$ cat src/rtl/ile_pkg.sv
// Shared types and constants for the indexed list engine.
// No dependencies; used by the engine, its bound checks and the verification files.

package ile_pkg;

    localparam int CAPACITY_DEF = 64;
    localparam int DATA_W       = 32;
    localparam int POS_W        = 7;
    localparam int OP_W         = 3;
    localparam int ST_W         = 2;

    typedef enum logic [OP_W-1:0] {
        OP_PUSH_FRONT = 3'd0,
        OP_PUSH_BACK  = 3'd1,
        OP_INSERT     = 3'd2,
        OP_POP_FRONT  = 3'd3,
        OP_POP_BACK   = 3'd4,
        OP_REMOVE     = 3'd5,
        OP_DUMP       = 3'd6
    } op_t;

    typedef enum logic [ST_W-1:0] {
        ST_OK   = 2'd0,
        ST_FULL = 2'd1,
        ST_NONE = 2'd2
    } status_t;

    typedef enum logic [2:0] {
        S_IDLE,
        S_MOVE,
        S_DRAIN,
        S_PUT,
        S_REPORT
    } state_t;

    // what the entry walk is doing
    typedef enum logic [1:0] {
        K_INS,
        K_REM,
        K_DUMP
    } kind_t;

    // outcome of decoding one accepted transaction
    typedef struct packed {
        logic go_move;
        logic go_put;
    } route_t;

endpackage

$ cat src/rtl/ile_ram.sv
// Generic single-write, single-read RAM with registered read data.
// No dependencies.

module ile_ram #(
    parameter int WIDTH = 32,
    parameter int DEPTH = 64,
    localparam int AW   = (DEPTH > 1) ? $clog2(DEPTH) : 1
) (
    input  logic             clk,
    input  logic             we,
    input  logic [AW-1:0]    waddr,
    input  logic [WIDTH-1:0] wdata,
    input  logic [AW-1:0]    raddr,
    output logic [WIDTH-1:0] rdata
);

    logic [WIDTH-1:0] mem [DEPTH];

    always_ff @(posedge clk)
    begin
        if (we)
        begin
            mem[waddr] <= wdata;
        end
        rdata <= mem[raddr];
    end

endmodule

$ cat src/rtl/indexed_list_engine.sv
// Indexed list engine: bounded ordered list of signed 32-bit values in one RAM.
// Depends on ile_pkg and ile_ram.
//
// Usage
//   Command channel: a transaction is taken on a rising edge with start high
//   and busy low; op, value and position are sampled then. busy stays high
//   until every result of that transaction has been shown.
//   Result channel: each result sits on status/element/size/last for one
//   cycle with strobe high; last marks the final result of a transaction.
//   There is no back-pressure, so results are never held.
// Sequencing
//   Insert with entries to shift: move them up, drain, write, report; append:
//   write, report; full list: report. Remove with entries to shift: move them
//   down, drain, report; otherwise report. Dump: elements from the first in
//   order, one per cycle, the final one during the drain. Other codes: report.
//   The RAM moves one entry per cycle (read one, write the neighbour in the
//   next cycle), which sets the cost of positional inserts, removes and dumps.
// Reset clears the element count and the sequencer; RAM contents are not
//   cleared, since only entries below the count are ever read.

module indexed_list_engine #(
    parameter int CAPACITY = ile_pkg::CAPACITY_DEF,
    localparam int AW      = (CAPACITY > 1) ? $clog2(CAPACITY) : 1,
    localparam int CW      = $clog2(CAPACITY + 1)
) (
    input  logic                              clk,
    input  logic                              rst_n,
    input  logic                              start,
    output logic                              busy,
    input  logic [ile_pkg::OP_W-1:0]          op,
    input  logic signed [ile_pkg::DATA_W-1:0] value,
    input  logic [ile_pkg::POS_W-1:0]         position,
    output logic                              strobe,
    output logic [ile_pkg::ST_W-1:0]          status,
    output logic signed [ile_pkg::DATA_W-1:0] element,
    output logic [CW-1:0]                     size,
    output logic                              last
);

    localparam int XW = (CW > ile_pkg::POS_W) ? CW : ile_pkg::POS_W;

    ile_pkg::state_t  state_reg, state_next;
    ile_pkg::kind_t   kind_reg, kind_next;
    ile_pkg::status_t st_reg, st_next;
    logic [CW-1:0]    count_reg, count_next;
    logic [AW-1:0]    rp_reg, rp_next;
    logic [AW-1:0]    end_reg, end_next;
    logic [AW-1:0]    tgt_reg, tgt_next;
    logic [AW-1:0]    pwa_reg, pwa_next;
    logic [ile_pkg::DATA_W-1:0] val_reg, val_next;
    logic             pend_reg, pend_next;

    ile_pkg::op_t     op_code;
    ile_pkg::route_t  route;
    logic             accept;
    logic             full;
    logic             empty;
    logic [XW-1:0]    cnt_x;
    logic [XW-1:0]    pos_x;
    logic [XW-1:0]    ins_p_x;
    logic [XW-1:0]    rm_p_x;
    logic [AW-1:0]    last_a;

    logic                       ram_we;
    logic [AW-1:0]              ram_waddr;
    logic [ile_pkg::DATA_W-1:0] ram_wdata;
    logic [ile_pkg::DATA_W-1:0] ram_rdata;

    assign op_code = ile_pkg::op_t'(op);
    assign accept  = start && (state_reg == ile_pkg::S_IDLE);
    assign full    = (count_reg == CW'(CAPACITY));
    assign empty   = (count_reg == '0);
    assign cnt_x   = XW'(count_reg);
    assign pos_x   = XW'(position);
    assign last_a  = AW'(count_reg - CW'(1));

    always_comb
    begin
        ins_p_x = '0;
        rm_p_x  = '0;
        if (op_code == ile_pkg::OP_PUSH_BACK)
        begin
            ins_p_x = cnt_x;
        end
        else if (op_code == ile_pkg::OP_INSERT)
        begin
            ins_p_x = (pos_x > cnt_x) ? cnt_x : pos_x;
        end
        if (op_code == ile_pkg::OP_POP_BACK)
        begin
            rm_p_x = cnt_x - XW'(1);
        end
        else if (op_code == ile_pkg::OP_REMOVE)
        begin
            rm_p_x = pos_x;
        end
    end

    // transaction decode and datapath register updates
    always_comb
    begin
        route      = '0;
        kind_next  = kind_reg;
        st_next    = st_reg;
        count_next = count_reg;
        rp_next    = rp_reg;
        end_next   = end_reg;
        tgt_next   = tgt_reg;
        val_next   = val_reg;
        pend_next  = (state_reg == ile_pkg::S_MOVE);
        pwa_next   = (kind_reg == ile_pkg::K_INS) ? AW'(rp_reg + AW'(1))
                                                  : AW'(rp_reg - AW'(1));
        if (accept)
        begin
            unique case (op_code) inside
                ile_pkg::OP_PUSH_FRONT, ile_pkg::OP_PUSH_BACK, ile_pkg::OP_INSERT:
                begin
                    if (full)
                    begin
                        st_next = ile_pkg::ST_FULL;
                    end
                    else
                    begin
                        st_next    = ile_pkg::ST_OK;
                        kind_next  = ile_pkg::K_INS;
                        count_next = CW'(count_reg + CW'(1));
                        val_next   = value;
                        tgt_next   = AW'(ins_p_x);
                        end_next   = AW'(ins_p_x);
                        rp_next    = last_a;
                        if (ins_p_x == cnt_x)
                        begin
                            route.go_put = 1'b1;
                        end
                        else
                        begin
                            route.go_move = 1'b1;
                        end
                    end
                end
                ile_pkg::OP_POP_FRONT, ile_pkg::OP_POP_BACK, ile_pkg::OP_REMOVE:
                begin
                    if (empty || (rm_p_x >= cnt_x))
                    begin
                        st_next = ile_pkg::ST_NONE;
                    end
                    else
                    begin
                        st_next    = ile_pkg::ST_OK;
                        kind_next  = ile_pkg::K_REM;
                        count_next = CW'(count_reg - CW'(1));
                        rp_next    = AW'(rm_p_x + XW'(1));
                        end_next   = last_a;
                        route.go_move = (rm_p_x != (cnt_x - XW'(1)));
                    end
                end
                ile_pkg::OP_DUMP:
                begin
                    if (empty)
                    begin
                        st_next = ile_pkg::ST_NONE;
                    end
                    else
                    begin
                        st_next       = ile_pkg::ST_OK;
                        kind_next     = ile_pkg::K_DUMP;
                        rp_next       = '0;
                        end_next      = last_a;
                        route.go_move = 1'b1;
                    end
                end
                default:
                begin
                    st_next = ile_pkg::ST_OK;
                end
            endcase
        end
        else if ((state_reg == ile_pkg::S_MOVE) && (rp_reg != end_reg))
        begin
            rp_next = (kind_reg == ile_pkg::K_INS) ? AW'(rp_reg - AW'(1))
                                                   : AW'(rp_reg + AW'(1));
        end
    end

    // next state
    always_comb
    begin
        state_next = state_reg;
        unique case (state_reg)
            ile_pkg::S_IDLE:
            begin
                if (accept)
                begin
                    if (route.go_move)
                    begin
                        state_next = ile_pkg::S_MOVE;
                    end
                    else if (route.go_put)
                    begin
                        state_next = ile_pkg::S_PUT;
                    end
                    else
                    begin
                        state_next = ile_pkg::S_REPORT;
                    end
                end
            end
            ile_pkg::S_MOVE:
            begin
                if (rp_reg == end_reg)
                begin
                    state_next = ile_pkg::S_DRAIN;
                end
            end
            ile_pkg::S_DRAIN:
            begin
                unique case (kind_reg)
                    ile_pkg::K_INS:  state_next = ile_pkg::S_PUT;
                    ile_pkg::K_REM:  state_next = ile_pkg::S_REPORT;
                    default:         state_next = ile_pkg::S_IDLE;
                endcase
            end
            ile_pkg::S_PUT:
            begin
                state_next = ile_pkg::S_REPORT;
            end
            ile_pkg::S_REPORT:
            begin
                state_next = ile_pkg::S_IDLE;
            end
            default:
            begin
                state_next = ile_pkg::S_IDLE;
            end
        endcase
    end

    // outputs and RAM controls
    always_comb
    begin
        busy      = (state_reg != ile_pkg::S_IDLE);
        strobe    = (state_reg == ile_pkg::S_REPORT)
                 || (pend_reg && (kind_reg == ile_pkg::K_DUMP));
        last      = (state_reg == ile_pkg::S_REPORT)
                 || ((state_reg == ile_pkg::S_DRAIN) && (kind_reg == ile_pkg::K_DUMP));
        element   = (pend_reg && (kind_reg == ile_pkg::K_DUMP)) ? ram_rdata : '0;
        status    = st_reg;
        size      = count_reg;
        ram_we    = (state_reg == ile_pkg::S_PUT)
                 || (pend_reg && (kind_reg != ile_pkg::K_DUMP));
        ram_waddr = (state_reg == ile_pkg::S_PUT) ? tgt_reg : pwa_reg;
        ram_wdata = (state_reg == ile_pkg::S_PUT) ? val_reg : ram_rdata;
    end

    always_ff @(posedge clk or negedge rst_n)
    begin
        if (!rst_n)
        begin
            state_reg <= ile_pkg::S_IDLE;
            kind_reg  <= ile_pkg::K_INS;
            st_reg    <= ile_pkg::ST_OK;
            count_reg <= '0;
            pend_reg  <= 1'b0;
        end
        else
        begin
            state_reg <= state_next;
            kind_reg  <= kind_next;
            st_reg    <= st_next;
            count_reg <= count_next;
            pend_reg  <= pend_next;
        end
    end

    always_ff @(posedge clk)
    begin
        rp_reg  <= rp_next;
        end_reg <= end_next;
        tgt_reg <= tgt_next;
        pwa_reg <= pwa_next;
        val_reg <= val_next;
    end

    ile_ram #(
        .WIDTH (ile_pkg::DATA_W),
        .DEPTH (CAPACITY)
    ) u_store (
        .clk   (clk),
        .we    (ram_we),
        .waddr (ram_waddr),
        .wdata (ram_wdata),
        .raddr (rp_reg),
        .rdata (ram_rdata)
    );

endmodule

$ cat config.mk
export PLATFORM = sky130hd
export DESIGN_NAME = indexed_list_engine
export DESIGN_NICKNAME = d
export VERILOG_FILES = /design/src/rtl/ile_pkg.sv /design/src/rtl/ile_ram.sv /design/src/rtl/indexed_list_engine.sv
export SDC_FILE = /design/constraint.sdc
export NUM_CORES = 2
export LEC_CHECK = 0
export ABC_AREA = 1
export BUFFER_PORTS_ARGS = -buffer_cell sky130_fd_sc_hd__buf_2
export CORE_MARGIN = 2
export CORE_UTILIZATION = 50
export CTS_CLUSTER_SIZE = 28
export DETAILED_ROUTE_END_ITERATION = 8
export PLACE_DENSITY = 0.68
export SLEW_MARGIN = 20
export SYNTH_ARGS = -nofsm -noshare
export SYNTH_HDL_FRONTEND = slang
export SYNTH_SLANG_ARGS = --single-unit
$ cat constraint.sdc
create_clock -name clk -period 4.75 [get_ports clk]
set_input_delay 0.95 -clock clk [delete_from_list [all_inputs] [get_ports clk]]
set_output_delay 0.95 -clock clk [all_outputs]
set_load 0.005 [all_outputs]
==> summary.txt <==
STA
  – Final Cycle Share: 0.828
  – Highest Clock Rate: 254 MHz
  – TNS Setup: 0 ns
  – Slew Viols, Final: 0
  – Min Tclk post-route: approximately 3.9 ns
  – Setup violations, final: 0
  – Skew final: between 0.05 and 0.06 ns
  – RSZ-0062 raised after global routing: no
  – Fin. Hold Viols: 0
  – Measured slew at the worst slew-check pin: approximately 1.1 ns
  – Relative slew slack: 0.247

Yosys
  – Syn_nets: ~6400
  – Syn avg cell area: 13.4 um2
  – Ys async rst share: 0.00697
  – Top-count cell post-synth: edfxtp_1
  – Number of synthesized flops with an enable pin: 2098
  – Largest cells by area after synthesis: edfxtp_1 (75%), o21ai_0 (5.0%), nor2_1 (4.0%)
  – Synth Instances: 6316
  – Synth Cell Area: ~85000 um2
  – Yosys warns: 0
  – Top_reg_cell synth: edfxtp_1
  – Post-synthesis cell type count: around 50
  – Sequential share of the synthesized area: 0.759
  – Commonest cells post-synth: edfxtp_1 (2098), nor2_1 (892), o21ai_0 (840), nand2_1 (506), nand3_1 (455)
  – Flops & latches, synth: around 2200
  – Synth top area share: 0.745
  – Dominant cell type by area after synthesis: edfxtp_1

Layout
  – Fill cells: 13000
  – Final instance area: approximately 95000 um2
  – Area grow syn2layout: 12.9%
  – Fin nets: roughly 6400
  – Fin cells: roughly 8700
  – Largest register FFs: 2048
  – Layout cells sized above 1: 0.109

Global route
  – Initial antenna violation count: 2
  – Global route total overflow: 0
  – Largest net degree at the start of global routing: 192
  – Vias in the first global route: ~52000
  – GRT Util Overall: 0.277
  – First-pass GRT wire length: roughly 350000 um

Power
  – Pwr/cell area: 677 nW/um2
  – LEAKAGE: 30.5 nW
  – PnR Total Power: roughly 65 mW
  – VDD IR max: 0.891 mV

Route
  – Routed WL per cell: roughly 28 um
  – Routed WL: around 240000 um
  – DRT antenna net count: 0
  – Via/cell ratio: ~6.4
  – DR iter-0 viols: 7307
  – DR vias: 55700
  – First-pass DRT Iterations: 6
  – Residual DRC count: 0

Die
  – Core box area: about 170000 um2
  – Die W: between 400 and 500 um
  – Die Ht: 415 um
  – Row Count: 150
  – Initial Util: 0.505
  – IO Count: between 80 and 90
  – Die area: 172000 um2

Critical path
  – WP data required: about 5.5 ns
  – Worst Path Arrival: 4.66 ns
  – Critical path class: flip-flop to flip-flop
  – Crit end category: flip-flop
  – Worst-path maximum fanout: 14
  – Crit start category: flip-flop

CTS
  – TritonCTS buffer count: 206
  – CTS tree: yes
  – Clock Tree Root: clkbuf_16
  – Clk slew on worst S/H paths: ~0.060 ns
  – Clk_lat worst skew: ~0.85 ns
  – Clock buffer depth: 3
  – Htree depth: 4
  – TritonCTS sink count: 2151

Run status
  – Status: finished clean

Place
  – Placed cell area: roughly 89000 um2
  – DP Cell Count: about 8300
  – RD Place Congestion: approximately 0.85
  – Number of port buffers: 88
  – DP HPWL: 130000 um

Min path
  – Hold Path Class: primary input to flip-flop

Job
  – Max-cap violations: 0
[power by group]
part           internal, mW  total, mW  leakage [nW]  switching (mW)
registers              24.8       25.1          19.4           0.334
clock network          9.25       16.3          3.28            7.05
logic                  5.50       23.2          7.79            17.7
[path summary, 6_finish.rpt]
path	start	end	slack (ns)	cells past startpoint
worst min-delay path	value[21]	val_reg[21]	0.27	1
worst max-delay path	size[1]	size[6]	0.82	16
worst min register to register	status[1]	status[1]	0.48	1
max in group asynchronous	rst_n	kind_reg[0]	3.86	2
worst max register to register	size[1]	size[6]	0.82	16
min in group asynchronous	rst_n	status[1]	0.57	2
[critical path, stage by stage, from the launching register on]
cell and delay [ns]:
dfrtp_1 0.43, inv_1 0.23, ha_1 0.28, xnor2_1 0.30, inv_1 0.15, a21oi_1 0.33, inv_1 0.12, ha_1 0.33
a21oi_1 0.13, o21ai_0 0.11, nand4_1 0.08, o2111ai_1 0.17, nand2_1 0.14, nand4_2 0.19, nor2_2 0.52, o211ai_1 0.19
o21ai_0 0.14
[cells in the final DEF (no fill, tap or decap), types with 60 or more instances in the layout]
cell type  netlist  layout
o221ai_1       195     195
o21ai_0        840     808
buf_2           49      88
o211ai_1        66      66
nor2_1         892     834
buf_4            4     144
nand4_1        142     142
inv_1           88      84
edfxtp_1      2098    2098
nand3_1        455     455
clkbuf_16        0     208
nor2_4           2      60
nand2_1        506     506
o22ai_1        194     194
a21oi_1        144     144
[layer usage]
metal,global-route usage,routed length [um]
met5,0,0
met1,0.382,93000
met4,0.138,13000
met3,0.0495,26100
met2,0.427,112000
[per-stage QoR]
step	hold WS [ns]	worst slack (ns)	util
floorplan	0.474	-0.303	-
global placement	0.459	0.849	0.529
detailed placement	0.475	0.780	0.529
CTS	0.227	0.863	0.569
global route	0.245	0.447	0.570
finish	0.269	0.817	0.570
[layout make-up]
class,instances,area (um2),share of cell area
flip-flops and latches,2151,64100,0.672
multi-input cells,3606,19100,0.200
clock buffers,265,5510,0.0577
well taps,2204,2760,0.0289
repair buffers,271,2310,0.0242
clock inverters,122,1230,0.0129
inverters,108,439,0.00460
diodes,2,5.00,0.0000524
[logic make-up (layout without fill, tap and decap cells)]
family / count (synthesis) / in the layout / share of synthesized area
multiplexers: 1 / 1 / 0.000118
other: 0 / 2 / 0
AND/OR/NAND/NOR: 2036 / 2036 / 0.103
buffers and inverters: 559 / 766 / 0.0258
AO/OA/AOI/OAI: 1528 / 1528 / 0.107
flip-flops: 2151 / 2151 / 0.759
adder cells (fa/ha/maj): 20 / 20 / 0.00296
XOR/XNOR: 21 / 21 / 0.00218
[what timing repair did]
item | 4_1_cts | 5_1_grt
hold endpoints to repair | 2 | 0
endpoints found under the setup margin | 0 | 0
setup buffers | 0 | 0
hold buffers | 1 | 0
gates resized for setup | 0 | 0
(Power assumes the default switching activity.)
